==> config.mk <==
export PLATFORM = sky130hd
export DESIGN_NAME = pbb_lane
export DESIGN_NICKNAME = d
export VERILOG_FILES = /design/src/rtl/particle_box_boundary_top_defines.svh /design/src/rtl/pbb_pkg.sv /design/src/rtl/pbb_lane.sv
export SDC_FILE = /design/constraint.sdc
export NUM_CORES = 1
export LEC_CHECK = 0
export BUFFER_PORTS_ARGS = -buffer_cell sky130_fd_sc_hd__buf_2
export CELL_PAD_IN_SITES_DETAIL_PLACEMENT = 0
export CELL_PAD_IN_SITES_GLOBAL_PLACEMENT = 2
export CORE_MARGIN = 3
export CORE_UTILIZATION = 30
export CTS_CLUSTER_DIAMETER = 60
export DETAILED_ROUTE_END_ITERATION = 6
export PLACE_DENSITY = 0.77
export RECOVER_POWER = 25
export SETUP_SLACK_MARGIN = 0.02
export SYNTH_ARGS = -nofsm -noshare
export SYNTH_HDL_FRONTEND = slang
export SYNTH_SLANG_ARGS = --single-unit
==> constraint.sdc <==
create_clock -name i_clk -period 27.1 [get_ports i_clk]
set_input_delay 4.065 -clock i_clk [delete_from_list [all_inputs] [get_ports i_clk]]
set_output_delay 4.065 -clock i_clk [all_outputs]
set_load 0.01 [all_outputs]
==> src/rtl/particle_box_boundary_top_defines.svh <==
// Assertion macros used by the particle box boundary top level.
`ifndef PARTICLE_BOX_BOUNDARY_TOP_DEFINES_SVH
`define PARTICLE_BOX_BOUNDARY_TOP_DEFINES_SVH
// Assert that an antecedent implies a consequent in the next cycle.
`define PBB_ASSERT_NEXT(label, clk, rst_n, ante, cons, msg) \
    label: assert property (@(posedge clk) disable iff (!rst_n) (ante) |=> (cons)) \
        else $error(msg);
// Assert that an antecedent implies a consequent in the same cycle.
`define PBB_ASSERT_NOW(label, clk, rst_n, ante, cons, msg) \
    label: assert property (@(posedge clk) disable iff (!rst_n) (ante) |-> (cons)) \
        else $error(msg);
`endif

==> src/rtl/pbb_pkg.sv <==
// Package with constants and types for the particle box boundary block.
`default_nettype none
package pbb_pkg;
    localparam int COORD_BITS_DEF = 16;
    localparam int SCALE_BITS     = 16;
    localparam int PULL_BITS      = 16;
    localparam int RAND_BITS      = 16;
    localparam int NUM_AXES       = 3;
    localparam int CFG_ADDR_BITS  = 3;
    localparam int CFG_DATA_BITS  = 48;

    localparam logic [CFG_ADDR_BITS-1:0] REG_MODE       = 3'd0;
    localparam logic [CFG_ADDR_BITS-1:0] REG_BOX_MIN    = 3'd1;
    localparam logic [CFG_ADDR_BITS-1:0] REG_BOX_MAX    = 3'd2;
    localparam logic [CFG_ADDR_BITS-1:0] REG_LOW_SCALE  = 3'd3;
    localparam logic [CFG_ADDR_BITS-1:0] REG_HIGH_SCALE = 3'd4;
    localparam logic [CFG_ADDR_BITS-1:0] REG_PULL       = 3'd5;
    localparam logic [CFG_ADDR_BITS-1:0] REG_KILL_Y     = 3'd6;
    localparam logic [CFG_ADDR_BITS-1:0] REG_KILL_EN    = 3'd7;

    localparam logic [1:0] MODE_PERIODIC = 2'd0;
    localparam logic [1:0] MODE_REBOUND  = 2'd1;
    localparam logic [1:0] MODE_CLAMP    = 2'd2;

    localparam logic [1:0] KIND_FLUID = 2'd0;
    localparam logic [1:0] KIND_RIGID = 2'd1;

    localparam logic [47:0] SCALE_RESET = 48'h8000_8000_8000;

    // Lane findings passed to the merge stage.
    typedef struct packed {
        logic out_lo;
        logic out_hi;
        logic hit;
    } t_lane_flags;
endpackage
`default_nettype wire

==> src/rtl/pbb_lane.sv <==
// One axis lane: first stage of the box rule (compare, wrap, mirror, clamp).
`default_nettype none
module pbb_lane #(
    parameter int COORD_BITS = pbb_pkg::COORD_BITS_DEF
) (
    input  wire                          i_clk,
    input  wire                          i_en,
    input  wire  [1:0]                   i_mode,
    input  wire                          i_fluid,
    input  wire  signed [COORD_BITS-1:0] i_pos,
    input  wire  signed [COORD_BITS-1:0] i_vel,
    input  wire  signed [COORD_BITS-1:0] i_min,
    input  wire  signed [COORD_BITS-1:0] i_max,
    input  wire  [pbb_pkg::SCALE_BITS-1:0] i_lo_scale,
    input  wire  [pbb_pkg::SCALE_BITS-1:0] i_hi_scale,
    output logic signed [COORD_BITS-1:0] o_pos,
    output logic signed [COORD_BITS-1:0] o_vel,
    output logic signed [COORD_BITS+pbb_pkg::SCALE_BITS:0] o_vprod,
    output logic                         o_scale,
    output pbb_pkg::t_lane_flags         o_flags
);
    localparam int W  = COORD_BITS;
    localparam int PW = COORD_BITS + pbb_pkg::SCALE_BITS + 1;
    localparam logic signed [W+1:0] SMAX = (W+2)'((64'sd1 <<< (W-1)) - 1);
    localparam logic signed [W+1:0] SMIN = -SMAX - (W+2)'(1);

    logic                   lo, hi, lo2, hi2;
    logic signed [W+1:0]    span, wrap, mir;
    logic signed [W-1:0]    n_pos, n_vel;
    logic signed [W+1:0]    n_mir;
    logic signed [PW-1:0]   n_vprod;
    logic [pbb_pkg::SCALE_BITS-1:0] fac;

    always_comb begin
        lo   = i_pos < i_min;
        hi   = !lo && (i_pos > i_max);
        span = (W+2)'(i_max) - (W+2)'(i_min);
        wrap = lo ? (W+2)'(i_pos) + span : (hi ? (W+2)'(i_pos) - span : (W+2)'(i_pos));
        lo2  = wrap < (W+2)'(i_min);
        hi2  = !lo2 && (wrap > (W+2)'(i_max));
        mir  = lo ? ((W+2)'(i_min) <<< 1) - (W+2)'(i_pos)
                  : ((W+2)'(i_max) <<< 1) - (W+2)'(i_pos);
        n_mir = mir;
        if (mir > SMAX)      n_mir = SMAX;
        else if (mir < SMIN) n_mir = SMIN;
        fac     = lo ? i_lo_scale : i_hi_scale;
        n_vprod = PW'(i_vel) * $signed({1'b0, fac});
        n_pos   = i_pos;
        n_vel   = i_vel;
        // Only fluid particles follow the box rule; other kinds pass through.
        if (i_fluid) begin
            case (i_mode)
                pbb_pkg::MODE_PERIODIC: begin
                    if (lo2)      n_pos = i_min;
                    else if (hi2) n_pos = i_max;
                    else          n_pos = W'(wrap);
                end
                pbb_pkg::MODE_REBOUND: begin
                    if (lo || hi) begin
                        n_pos = W'(n_mir);
                        n_vel = (i_vel == W'(SMIN)) ? W'(SMAX) : -i_vel;
                    end
                end
                default: begin
                    if (lo)      n_pos = i_min;
                    else if (hi) n_pos = i_max;
                end
            endcase
        end
    end

    always_ff @(posedge i_clk) begin
        if (i_en) begin
            o_pos      <= n_pos;
            o_vel      <= n_vel;
            o_vprod    <= n_vprod;
            o_scale    <= (i_mode == pbb_pkg::MODE_PERIODIC) && (lo || hi);
            o_flags    <= '{out_lo: lo, out_hi: hi, hit: lo || hi};
        end
    end
endmodule
`default_nettype wire

==> flow_summary.yaml <==
timing:
  final-hold-violation-count: 0
  rsz0062_at_grt: "no"
  period_share_pct: 50.30
  timing.fmax_mhz: 73.36
  worst_slew_pin_slew_ns: 1.755
  fin_crit_ns: 13.63
  slew_headroom_pct: -17.03
  setup-tns-final_ns: 0
  setup_viol: 0
  slew_viol_final: 24
detailed_routing:
  wl_um: 62090
  final_antenna_net_count: 0
  drt_iter0_drc: 953
  dr_total_vias: 15720
  vias_per_cell: 5.188
  dr.pass1.iters: 5
  wire_per_inst_um: 20.49
  route.detailed.drc: 0
synthesis:
  synth_area_um2: 17910
  synthCells: 2151
  avgSynthCellArea_um2: 8.326
  synth_edf_count: 69
  synth_flop_cell: "edfxtp_1"
  syn_nets: 2708
  synth_cell_types: 88
  yosys_warnings: 0
  netlist_top_cells_area: "fa_1 22%, ha_1 18%, edfxtp_1 12%"
  synthArstFlopShare_pct: 0
  seq_area_frac_synth_pct: 11.57
  synth_top_area_cell: "fa_1"
  yosysTopAreaCellShare_pct: 22.13
  ys_ff_latch: 69
layout:
  final_nets: 2813
  fillCellCount: 6218
  multi_input_area_um2: 14140
  layout_commonest_cell: "inv_1"
  seqCellArea_um2: 2072
  layoutNonFillerInstCount: 3030
  layout_common_cells: "354 x inv_1, 268 x nand2_1, 258 x ha_1, 198 x fa_1, 139 x buf_2"
  areaGrowthSynthToFinish_pct: 10.10
  drive_above_1_share_pct: 8.978
die:
  die_width_um: 250.3
  start_util_pct: 30.69
  num_rows: 88
  io_pins: 170
  fp.dieH_um: 250.3
  coreArea_um2: 58360
  dieArea_um2: 62660
clocking:
  post_cts_buffers: 0
  cts.repair.resized: 0
  cts_buffers: 9
  cts.sinks: 69
  htreeDepth: 3
  cts_hold_buf: 0
  cts_root_buf: "clkbuf_16"
  clockBufferDepth: 2
  cts_tree: "built"
  clkTransAtPathRegs_ns: 0.07
global_routing:
  antenna_found_initial: 5
  grt_pass1_wl_um: 95900
  grt_max_degree: 60
  grt.total_usage_pct: 19.77
  grt_pass1_vias: 16260
  grt_remaining_overflow: 0
place:
  hpwl_um: 50700
  gp_congestion: 0.8995
  portBuffers: 169
  placedCellCount: 3010
worst_setup_path:
  crit_required_ns: 27.22
  cpMostUsedCell: "fa_1"
  critPathSlowestCell: "a211oi_1"
  max_stage_delay_ns: 0.73
  arrival_ns: 13.76
  path_class: "primary input to flop"
  worst_setup_path_start_kind: "primary input"
  cp-end-kind: "flop"
  path_max_fanout: 59
flow_run:
  max_cap_viol_count: 1
status:
  status: "complete, but fails checks"
  violations: "max-capacitance violations, max-slew violations"
hold_path:
  hp-class: "primary input to flop"
sequential cells by signal (all words and copies together), names as in the netlist:
name     cells
o_flags      3
o_pos       16
o_vprod     33
o_vel       16
o_scale      1
area by class of cell:
class / count / share of cell area, %
multi-input cells: 1640 / 71.73
clock buffers: 11 / 1.180
clock inverters: 5 / 0.3807
inverters: 356 / 6.777
flip-flops and latches: 69 / 10.51
diodes: 4 / 0.05076
repair buffers: 180 / 4.518
well taps: 765 / 4.854
routing by layer:
metal	vias up	GRT usage, %	part of all wire (%)	wire length (µm)
met4	2	5.736	2.4	1488
met2	440	31.40	44	27590
met1	7766	27.75	47	29380
li1	7462	-	-	-
met5	-	0	0.021	13
met3	51	3.073	5.8	3612
logic make-up after synthesis:
kind of cell	Yosys count	share of synthesized area (%)
AND/OR/NAND/NOR	677	18.16
adder cells (fa/ha/maj)	456	40.16
buffers and inverters	442	9.551
AO/OA/AOI/OAI	434	16.78
flip-flops	69	11.57
XOR/XNOR	52	2.543
multiplexers	21	1.237
metrics by stage:
stage | instance area (µm²) | util [%] | hold WS (ns) | setup WS [ns]
5_1_grt | 19710 | 33.78 | 4.207 | 12.88
3_5_place_dp | 19440 | 33.31 | 4.479 | 13.08
3_3_place_gp | 19440 | 33.31 | 4.478 | 13.20
4_1_cts | 19750 | 33.84 | 4.147 | 13.47
6_report | 19720 | 33.79 | 4.195 | 13.47
2_1_floorplan | 17910 | - | 4.178 | 14.84
worst paths after layout:
| check | start | endpoint | slack (ns) | cells past startpoint |
|---|---|---|---|---|
| max | i_min[15] | o_vprod[32]$_DFFE_PP_ | 13.47 | 32 |
| min | i_min[4] | o_pos[4]$_DFFE_PP_ | 4.20 | 3 |
Yosys cell counts (5+ instances only):
cell type	instances
a2111oi_0	9
a211oi_1	26
a21boi_0	6
a21o_1	39
a21oi_1	99
a221o_1	6
a221oi_1	8
a22oi_1	7
a311oi_1	15
a31oi_1	16
and2_1	91
and3_1	12
buf_1	5
buf_2	14
clkbuf_1	61
edfxtp_1	69
fa_1	198
ha_1	258
inv_1	354
mux2_2	5
mux2i_1	15
nand2_1	268
nand2b_1	25
nand3_1	26
nand4_1	11
nor2_1	137
nor2b_1	24
nor3_1	24
nor4_1	8
o211ai_1	14
o21a_1	11
o21ai_0	76
o21bai_1	18
o221ai_1	5
o22ai_1	9
o311a_1	6
o311ai_0	7
o32ai_1	5
o41ai_1	5
or2_2	5
or3_1	17
or3_4	5
xnor2_1	40
xor2_1	12
worst max-delay path: cells and delay by family:
family / cells / cell delay (ns)
AOI/OAI and AO/OA: 11 / 3.32
xor gates and xnor gates: 1 / 0.14
adders and majority gates: 8 / 3.45
buffers and inverters: 7 / 1.25
and+or+nand+nor: 5 / 1.48
Power is not shown: default switching activity piles up to over one toggle a cycle in this logic, so the estimate is an artifact.
