<file path="src/rtl/particle_box_boundary_top_defines.svh">
// Assertion macros used by the particle box boundary top level.
`ifndef PARTICLE_BOX_BOUNDARY_TOP_DEFINES_SVH
`define PARTICLE_BOX_BOUNDARY_TOP_DEFINES_SVH
// Assert that an antecedent implies a consequent in the next cycle.
`define PBB_ASSERT_NEXT(label, clk, rst_n, ante, cons, msg) \
    label: assert property (@(posedge clk) disable iff (!rst_n) (ante) |=> (cons)) \
        else $error(msg);
// Assert that an antecedent implies a consequent in the same cycle.
`define PBB_ASSERT_NOW(label, clk, rst_n, ante, cons, msg) \
    label: assert property (@(posedge clk) disable iff (!rst_n) (ante) |-> (cons)) \
        else $error(msg);
`endif

</file>
<file path="src/rtl/pbb_pkg.sv">
// Package with constants and types for the particle box boundary block.
`default_nettype none
package pbb_pkg;
    localparam int COORD_BITS_DEF = 16;
    localparam int SCALE_BITS     = 16;
    localparam int PULL_BITS      = 16;
    localparam int RAND_BITS      = 16;
    localparam int NUM_AXES       = 3;
    localparam int CFG_ADDR_BITS  = 3;
    localparam int CFG_DATA_BITS  = 48;

    localparam logic [CFG_ADDR_BITS-1:0] REG_MODE       = 3'd0;
    localparam logic [CFG_ADDR_BITS-1:0] REG_BOX_MIN    = 3'd1;
    localparam logic [CFG_ADDR_BITS-1:0] REG_BOX_MAX    = 3'd2;
    localparam logic [CFG_ADDR_BITS-1:0] REG_LOW_SCALE  = 3'd3;
    localparam logic [CFG_ADDR_BITS-1:0] REG_HIGH_SCALE = 3'd4;
    localparam logic [CFG_ADDR_BITS-1:0] REG_PULL       = 3'd5;
    localparam logic [CFG_ADDR_BITS-1:0] REG_KILL_Y     = 3'd6;
    localparam logic [CFG_ADDR_BITS-1:0] REG_KILL_EN    = 3'd7;

    localparam logic [1:0] MODE_PERIODIC = 2'd0;
    localparam logic [1:0] MODE_REBOUND  = 2'd1;
    localparam logic [1:0] MODE_CLAMP    = 2'd2;

    localparam logic [1:0] KIND_FLUID = 2'd0;
    localparam logic [1:0] KIND_RIGID = 2'd1;

    localparam logic [47:0] SCALE_RESET = 48'h8000_8000_8000;

    // Lane findings passed to the merge stage.
    typedef struct packed {
        logic out_lo;
        logic out_hi;
        logic hit;
    } t_lane_flags;
endpackage
`default_nettype wire

</file>
<file path="src/rtl/pbb_finish.sv">
// One axis second stage: velocity rounding and clamp-mode pull toward center.
`default_nettype none
module pbb_finish #(
    parameter int COORD_BITS = pbb_pkg::COORD_BITS_DEF
) (
    input  wire                          i_pull_on,
    input  wire  [pbb_pkg::PULL_BITS-1:0] i_t,
    input  wire  signed [COORD_BITS-1:0] i_pos,
    input  wire  signed [COORD_BITS-1:0] i_vel,
    input  wire  signed [COORD_BITS+pbb_pkg::SCALE_BITS:0] i_vprod,
    input  wire                          i_scale,
    input  wire  signed [COORD_BITS-1:0] i_min,
    input  wire  signed [COORD_BITS-1:0] i_max,
    output logic signed [COORD_BITS-1:0] o_pos,
    output logic signed [COORD_BITS-1:0] o_vel
);
    localparam int W  = COORD_BITS;
    localparam int PW = COORD_BITS + pbb_pkg::SCALE_BITS + 1;
    localparam int MW = W + 2 + pbb_pkg::PULL_BITS + 1;
    localparam logic signed [MW-1:0] SMAX = MW'((64'sd1 <<< (W-1)) - 1);
    localparam logic signed [MW-1:0] SMIN = -SMAX - MW'(1);

    logic signed [PW:0]   vr;
    logic signed [MW-1:0] vs, ctr, diff, prod, np;

    always_comb begin
        vr = ((PW+1)'(i_vprod) + (PW+1)'(16384)) >>> 15;
        vs = MW'(vr);
        if (vs > SMAX)      vs = SMAX;
        else if (vs < SMIN) vs = SMIN;
        ctr  = (MW'(i_min) + MW'(i_max)) >>> 1;
        diff = ctr - MW'(i_pos);
        prod = diff * $signed({1'b0, i_t});
        np   = MW'(i_pos) + ((prod + MW'(128)) >>> 8);
        if (np > SMAX)      np = SMAX;
        else if (np < SMIN) np = SMIN;
        o_pos = i_pull_on ? W'(np) : i_pos;
        o_vel = i_pull_on ? '0 : (i_scale ? W'(vs) : i_vel);
    end
endmodule
`default_nettype wire

</file>
<file path="config.mk">
export PLATFORM = sky130hd
export DESIGN_NAME = pbb_finish
export DESIGN_NICKNAME = d
export VERILOG_FILES = /design/src/rtl/particle_box_boundary_top_defines.svh /design/src/rtl/pbb_pkg.sv /design/src/rtl/pbb_finish.sv
export SDC_FILE = /design/constraint.sdc
export NUM_CORES = 1
export LEC_CHECK = 0
export BUFFER_PORTS_ARGS = -buffer_cell sky130_fd_sc_hd__buf_2
export CORE_MARGIN = 4
export CORE_UTILIZATION = 60
export DETAILED_ROUTE_END_ITERATION = 10
export PLACE_DENSITY = 0.81
export SYNTH_ARGS = -nofsm -noshare
export SYNTH_HDL_FRONTEND = slang
export SYNTH_SLANG_ARGS = --single-unit
</file>
<file path="constraint.sdc">
create_clock -name vclk -period 17.7
set_input_delay 0.885 -clock vclk [all_inputs]
set_output_delay 0.885 -clock vclk [all_outputs]
set_load 0.02 [all_outputs]
</file>
==> flow_summary_export.csv, run 1 <==
group,metric,value,unit
final_layout,clockBufferCount,0,
final_layout,instances_no_fill,2287,
timing,slew_headroom,12.7,%
logic_synthesis,yosysUniqueCellTypes,71,
floorplanning,fp.dieW,168,um
timing,finalCritPeriodShare,85.5,%
critical_path,worst-setup-path-type,"in -> out",
final_layout,nets,2513,
drt,vias,13293,
final_layout,area_growth,5.69,%
timing,fmax,66.0,MHz
cts,cts-hold-fix-buffers,0,
drt,drtAntennaViolNets,0,
timing,rsz0062_at_grt,"no",
final_layout,drive_above_1_share,8.58,%
logic_synthesis,synth_area,15300,um2
placement,dp_hpwl,32900,um
global_routing,grt_pass1_wl,67200,um
drt,drt-vias-per-instance,5.81,
final_layout,sequential_cell_total,0,
placement,place_area,16100,um2
timing,final.min_clock_period,15140,ps
final_layout,diodes,0,
critical_path,worstPathRequired,16820,ps
critical_path,crit_path_start_kind,"input port",
hold_path,hp-class,"in -> out",
drt,dr.first_iter.drc_count,790,
final_layout,layout_commonest_cell,"inv_1",
logic_synthesis,yosys_warnings,0,
placement,place.gp.congestion,0.989,
floorplanning,start_util,60.8,%
final_layout,ff_latch_area,0,um2
drt,wl_per_cell,17.2,um
floorplanning,die_y,168,um
drt,dr.pass1.iters,5,
global_routing,antenna_found_initial,3,
final_layout,mostFrequentLayoutCells,"412 x inv_1, 279 x fa_1, 160 x ha_1, 133 x buf_2, 129 x nand2_1",
placement,port-buffer-count,133,
timing,setup_viol,0,
floorplanning,core,25100,um2
critical_path,crit_top_cell,"fa_1",
cts,post-cts-setup-buffers,0,
critical_path,worstSetupStartpoint,"i_min[1]",
logic_synthesis,syn-num-nets,2447,
global_routing,grt_max_degree,41,
floorplanning,rows,58,
timing,setup_tns,0,ps
logic_synthesis,synthCells,1893,
drt,drcViolationCount,0,
critical_path,critPathCapture,"o_pos[9]",
floorplanning,dieArea,28100,um2
global_routing,grt_use_total,28.5,%
critical_path,path_max_fanout,32,
critical_path,cpPeakStageDelay,890,ps
timing,hold_violations,0,
floorplanning,io_pins,147,
critical_path,cp_slowest_cell,"o41ai_4",
drt,wl,39300,um
global_routing,grt_pass1_vias,14097,
timing,slew_violations,0,
critical_path,endpoint_kind,"primary output",
critical_path,worstPathArrival,14260,ps
placement,dp.cells,2287,
logic_synthesis,ys_seq_area_share,0,%
outcome,outcome,"finished clean",
hold_path,worstHoldPathCells,4,
timing,worst_pin_slew,1310,ps
run,drv_cap,0,
cts,cts.repair.resized,0,
final_layout,fin_area,16100,um2
logic_synthesis,synth_area_per_cell,8.07,um2
global_routing,grt_overflow,0,
-- per-layer routing --
layer  track usage, %  vias to the layer above  part of all wire (%)
met5                0                        -                 0.099
met4             7.97                        6                   3.3
met3             3.47                      103                   6.2
met2             49.1                      455                    49
met1             38.0                     6555                    41
li1                 -                     6174                     -
-- synthesized netlist by cell type (all sizes together), types with 3 or more instances --
cell     count  share of area, %
a2111oi      3              0.17
and4         5              0.29
and2       129               5.3
o21ai       75               2.5
nor2       113               2.8
clkbuf      75               1.8
nor4b       12              0.69
a31oi       14              0.57
a311o        7              0.47
inv        412                10
nand3       44               1.4
a311oi       9              0.52
a221oi       3              0.17
o21a        11              0.54
nor3        30              0.98
o21bai       4              0.20
mux2i        3              0.20
nand3b      17              0.84
a21boi       6              0.29
a31o         3              0.17
nor2b       25               1.0
buf          9              0.36
o2111ai      4              0.23
a21oi       59               2.0
maj3         6              0.39
a211oi       5              0.25
fa         279                37
xor2        21               1.2
o22ai        3              0.12
a21o        13              0.64
o311ai      18               1.0
and3        24              0.98
or3          7              0.32
ha         160                13
o211ai      19              0.97
xnor2       62               3.6
nand2b      24              0.98
o31a         3              0.17
or2          4              0.16
nand4       11              0.45
nand2      129               3.2
-- cell type report --
cell class                 instances  area [um2]
timing repair buffer             148         778
fill                            2170        8960
inverter                         413        1550
multi-input combinational       1396       13400
tap                              330         413
-- worst min path at each step --
stage                           end      start  slack [ps]
after global routing      o_vel[15]  i_vel[15]        2150
after detailed placement  o_vel[15]  i_vel[15]        2120
after global placement    o_vel[15]  i_vel[15]        2120
after floorplan            o_pos[0]   i_pos[0]        1940
final                     o_vel[15]  i_vel[15]        2130
after CTS                 o_vel[15]  i_vel[15]        2130
-- stage by stage --
step                util [%]  hold slack, ps  setup WS, ps
finish                  64.3            2130          2560
CTS                     64.3            2130          2670
global placement        64.3            2120          2860
global route            64.3            2150          1510
floorplan                  -            1940          4750
detailed placement      64.3            2120          2700
-- critical path: cells and delay by family --
kind,cells,cell delay (ps)
adder cells (fa/ha/maj),10,5330
XOR/XNOR,1,140
buffers and inverters,7,680
AO/OA/AOI/OAI,17,4700
AND/OR/NAND/NOR,12,2450
-- logic make-up (layout without fill, tap and decap cells) --
family | count (synthesis) | count (layout) | synth area share (%)
AND/OR/NAND/NOR | 584 | 584 | 20.1
buffers and inverters | 497 | 561 | 12.3
adder cells (fa/ha/maj) | 445 | 445 | 50.1
AO/OA/AOI/OAI | 281 | 281 | 12.5
XOR/XNOR | 83 | 83 | 4.76
multiplexers | 3 | 3 | 0.197
Power of run 1 is not shown: default switching activity piles up to over one toggle a cycle in this logic, so the estimate is an artifact.
==> inputs of run 2 (changes only) <==
clock period = 16.5 ns   (was 17.7 ns; I/O delays follow)
==> run 2 against run 1 <==
  * Die area unchanged
  * Final cell count unchanged
  * Via count down 0.97%
  * Critical path depth unchanged
  * Worst hold slack worse by 120 ps
  * Non-clock buffer count unchanged
  * Flip-flop and latch count unchanged
  * Global-route usage down 0.52 points
  * Critical endpoint is now o_pos[1]
==> flow_summary_export.csv, run 2 (synthesis gave the netlist of run 1 again) <==
group,metric,value,unit
timing,rsz0062_at_grt,"no",
drt,dr.pass1.iters,8,
critical_path,worstPathArrival,14370,ps
global_routing,grt_max_degree,41,
cts,cts.repair.resized,0,
hold_path,hp-class,"in -> out",
placement,place_area,16200,um2
floorplanning,fp.dieW,168,um
cts,cts-hold-fix-buffers,0,
global_routing,grt_use_total,27.9,%
timing,setup_tns,0,ps
final_layout,fin_area,16200,um2
cts,post-cts-setup-buffers,0,
global_routing,antenna_found_initial,3,
timing,worst_pin_slew,1260,ps
floorplanning,rows,58,
critical_path,crit_path_start_kind,"input port",
final_layout,ff_latch_area,0,um2
critical_path,crit_family,"adder cells",
critical_path,crit_top_cell,"fa_1",
timing,slew_violations,0,
final_layout,clockBufferCount,0,
outcome,outcome,"finished clean",
global_routing,grt_pass1_vias,13692,
final_layout,n_fill_cell,2213,
timing,fmax,65.8,MHz
timing,hold_violations,0,
placement,place.gp.congestion,0.978,
final_layout,drive_above_1_share,8.64,%
drt,wl,38900,um
hold_path,worstHoldPathCells,4,
timing,final.min_clock_period,15200,ps
final_layout,mostFrequentLayoutCells,"412 x inv_1, 279 x fa_1, 160 x ha_1, 133 x buf_2, 129 x nand2_1",
critical_path,path_max_fanout,32,
timing,setup_viol,0,
drt,drcViolationCount,0,
timing,finalCritPeriodShare,92.1,%
drt,wl_per_cell,17.0,um
global_routing,grt_pass1_wl,65900,um
floorplanning,die_y,168,um
critical_path,endpoint_kind,"primary output",
drt,dr.first_iter.drc_count,890,
final_layout,layout_commonest_cell,"inv_1",
floorplanning,dieArea,28100,um2
critical_path,path_buf_inv,7,
final_layout,nets,2513,
drt,drtAntennaViolNets,0,
run,drv_cap,0,
drt,vias,13164,
drt,drt-vias-per-instance,5.76,
floorplanning,start_util,60.8,%
floorplanning,io_pins,147,
critical_path,cpPeakStageDelay,890,ps
final_layout,fin_util,64.3,%
placement,dp_hpwl,32500,um
floorplanning,core,25100,um2
hold_path,hold_end,"o_vel[15]",
final_layout,area_growth,5.74,%
final_layout,sequential_cell_total,0,
critical_path,cp_slowest_cell,"o41ai_4",
critical_path,worstPathRequired,15670,ps
final_layout,diodes,0,
global_routing,grt_overflow,0,
placement,port-buffer-count,133,
timing,slew_headroom,15.9,%
critical_path,worst-setup-path-type,"in -> out",
hold_path,hp-start,"i_vel[15]",
[run 2: cell count changes in the layout (fill, tap and decap cells not counted)]
| cell | delta |
|---|---|
| xnor2_1 | -1 |
| xnor2_2 | +1 |
[run 2: how the worst max path moves through the flow]
| stage | endpoint | depth (start not counted) | startpoint | slack, ps |
|---|---|---|---|---|
| 5_1_grt | o_pos[1] | 47 | i_min[1] | 440 |
| 3_5_place_dp | o_pos[1] | 47 | i_min[1] | 1510 |
| 6_report | o_pos[1] | 47 | i_min[1] | 1300 |
| 3_3_place_gp | o_pos[1] | 47 | i_min[1] | 1810 |
| 2_1_floorplan | o_pos[11] | 50 | i_min[1] | 3670 |
| 4_1_cts | o_pos[1] | 47 | i_min[1] | 1460 |
[run 2: worst min-delay path, cell delays in order]
cell and delay [ps]:
buf_2 90, nand2b_1 60, a21oi_1 50, buf_2 150
[run 2: cell type report]
class / instances / area (um2) / area share, %
Inverter: 413 / 1550 / 9.60
Tap cell: 330 / 413 / 2.56
Multi-Input combinational cell: 1396 / 13400 / 83.0
Timing Repair Buffer: 148 / 778 / 4.82
[run 2: metrics by stage]
stage,std cells,hold WS [ps],worst slack (ps)
floorplan,1893,1820,3670
global placement,2287,2000,1810
detailed placement,2287,2000,1510
CTS,2287,2000,1460
global route,2287,2020,439
finish,2287,2000,1300
[run 2: routing by layer]
metal,wire [um],share of wire [%],global-route usage (%)
met1,16100,41,38.4
met2,19400,50,48.8
met3,2550,6.6,2.48
met4,845,2.2,5.68
met5,34,0.087,0
Power of run 2 is left out for the same reason.
==> inputs of run 3 (changes only) <==
==> constraint.sdc (replaced) <==
create_clock -name vclk -period 16.5
set_input_delay 1.65 -clock vclk [all_inputs]
set_output_delay 1.65 -clock vclk [all_outputs]
set_load 0.02 [all_outputs]
==> run 3 against run 2 <==
  * Maximum frequency shrank 3.7%
  * Via count grew 0.70%
  * Die area is the same
  * First-iteration DRC count shrank 12%
  * Wire length grew 1.3%
  * Non-clock buffer count grew 9
  * Worst hold slack gained 1600 ps
  * Sequential share of layout area is the same
  * Core utilization grew 0.36 points
  * Global-route usage grew 0.82 points
  * Worst setup slack lost 590 ps
  * Final cell count grew 0.39%
==> flow_summary_export.csv, run 3 (synthesis gave the netlist of run 1 again) <==
group,metric,value,unit
final_layout,layout_commonest_cell,"inv_1",
drt,met3_length,2890,um
final_layout,fin_area,16200,um2
timing,finalCritPeriodShare,95.7,%
final_layout,mostFrequentLayoutCells,"412 x inv_1, 279 x fa_1, 160 x ha_1, 133 x buf_2, 129 x nand2_1",
drt,top_layer_used,"met5",
critical_path,endpoint_kind,"primary output",
drt,dr.pass1.iters,5,
final_layout,nets,2522,
global_routing,grt_max_degree,41,
placement,dp_hpwl,33200,um
critical_path,worstPathRequired,14850,ps
global_routing,antenna_found_initial,2,
timing,slew_violations,0,
floorplanning,start_util,60.8,%
timing,setup_viol,0,
drt,dr_wl_met2,19500,um
critical_path,crit_path_start_kind,"input port",
drt,drtAntennaViolNets,0,
drt,vias,13256,
final_layout,n_fill_cell,2148,
floorplanning,die_y,168,um
drt,drcViolationCount,0,
timing,setup_tns,0,ps
floorplanning,rows,58,
global_routing,grt_overflow,0,
final_layout,clockBufferCount,0,
critical_path,crit_top_cell,"fa_1",
drt,wl,39400,um
placement,place_area,16200,um2
drt,met1Wirelength,16100,um
global_routing,grt_pass1_vias,14045,
timing,worst_pin_slew,1070,ps
floorplanning,io_pins,147,
timing,slew_headroom,28.7,%
critical_path,cpPeakStageDelay,610,ps
global_routing,grt_use_total,28.8,%
floorplanning,core,25100,um2
placement,pre_cts_ws,523,ps
timing,final.min_clock_period,15790,ps
timing,fmax,63.3,MHz
floorplanning,dieArea,28100,um2
timing,hold_violations,0,
run,drv_cap,0,
outcome,outcome,"finished clean",
placement,port-buffer-count,133,
final_layout,diodes,0,
hold_path,hp-class,"in -> out",
cts,cts-hold-fix-buffers,0,
floorplanning,fp.dieW,168,um
critical_path,cp_slowest_cell,"or4_1",
drt,dr.first_iter.drc_count,780,
placement,place.gp.congestion,0.987,
final_layout,sequential_cell_total,0,
critical_path,path_max_fanout,24,
final_layout,ff_latch_area,0,um2
drt,wl_per_cell,17.2,um
global_routing,grt_pass1_wl,67900,um
cts,cts.repair.resized,0,
critical_path,worst-setup-path-type,"in -> out",
cts,post-cts-setup-buffers,0,
final_layout,drive_above_1_share,9.26,%
timing,final.setup.worst_slack,709,ps
critical_path,worstPathArrival,14140,ps
final_layout,area_growth,6.33,%
drt,drt-vias-per-instance,5.77,
[run 3: stage by stage]
step           utilization, %  hold WS [ps]  cells
4_1_cts                  64.6          3650   2296
2_1_floorplan               -          3470   1893
3_3_place_gp             64.6          3650   2296
6_report                 64.7          3650   2296
5_1_grt                  64.7          3670   2296
3_5_place_dp             64.6          3650   2296
[run 3: final cells by class]
type | instances | area (um2) | area share (%)
multi-input combinational | 1396 | 13400 | 82.7
inverter | 413 | 1550 | 9.54
timing repair buffer | 157 | 846 | 5.21
tap | 330 | 413 | 2.54
[run 3: critical path: cells and delay by family]
kind | cells | cell delay (ps)
compound gates | 19 | 4170
xor+xnor | 1 | 130
fa+ha+maj | 10 | 4770
buf+inv | 8 | 1020
simple gates | 12 | 2320
[run 3: per-layer routing]
metal | GRT usage (%) | vias to the layer above
met5 | 0 | -
li1 | - | 6175
met4 | 6.25 | 4
met2 | 49.6 | 519
met1 | 38.8 | 6487
met3 | 4.15 | 71
[run 3: path summary, 6_finish.rpt]
path | start | endpoint | cells past startpoint
max | i_min[1] | o_pos[10] | 50
min | i_vel[15] | o_vel[15] | 4
Power of run 3 is left out for the same reason.
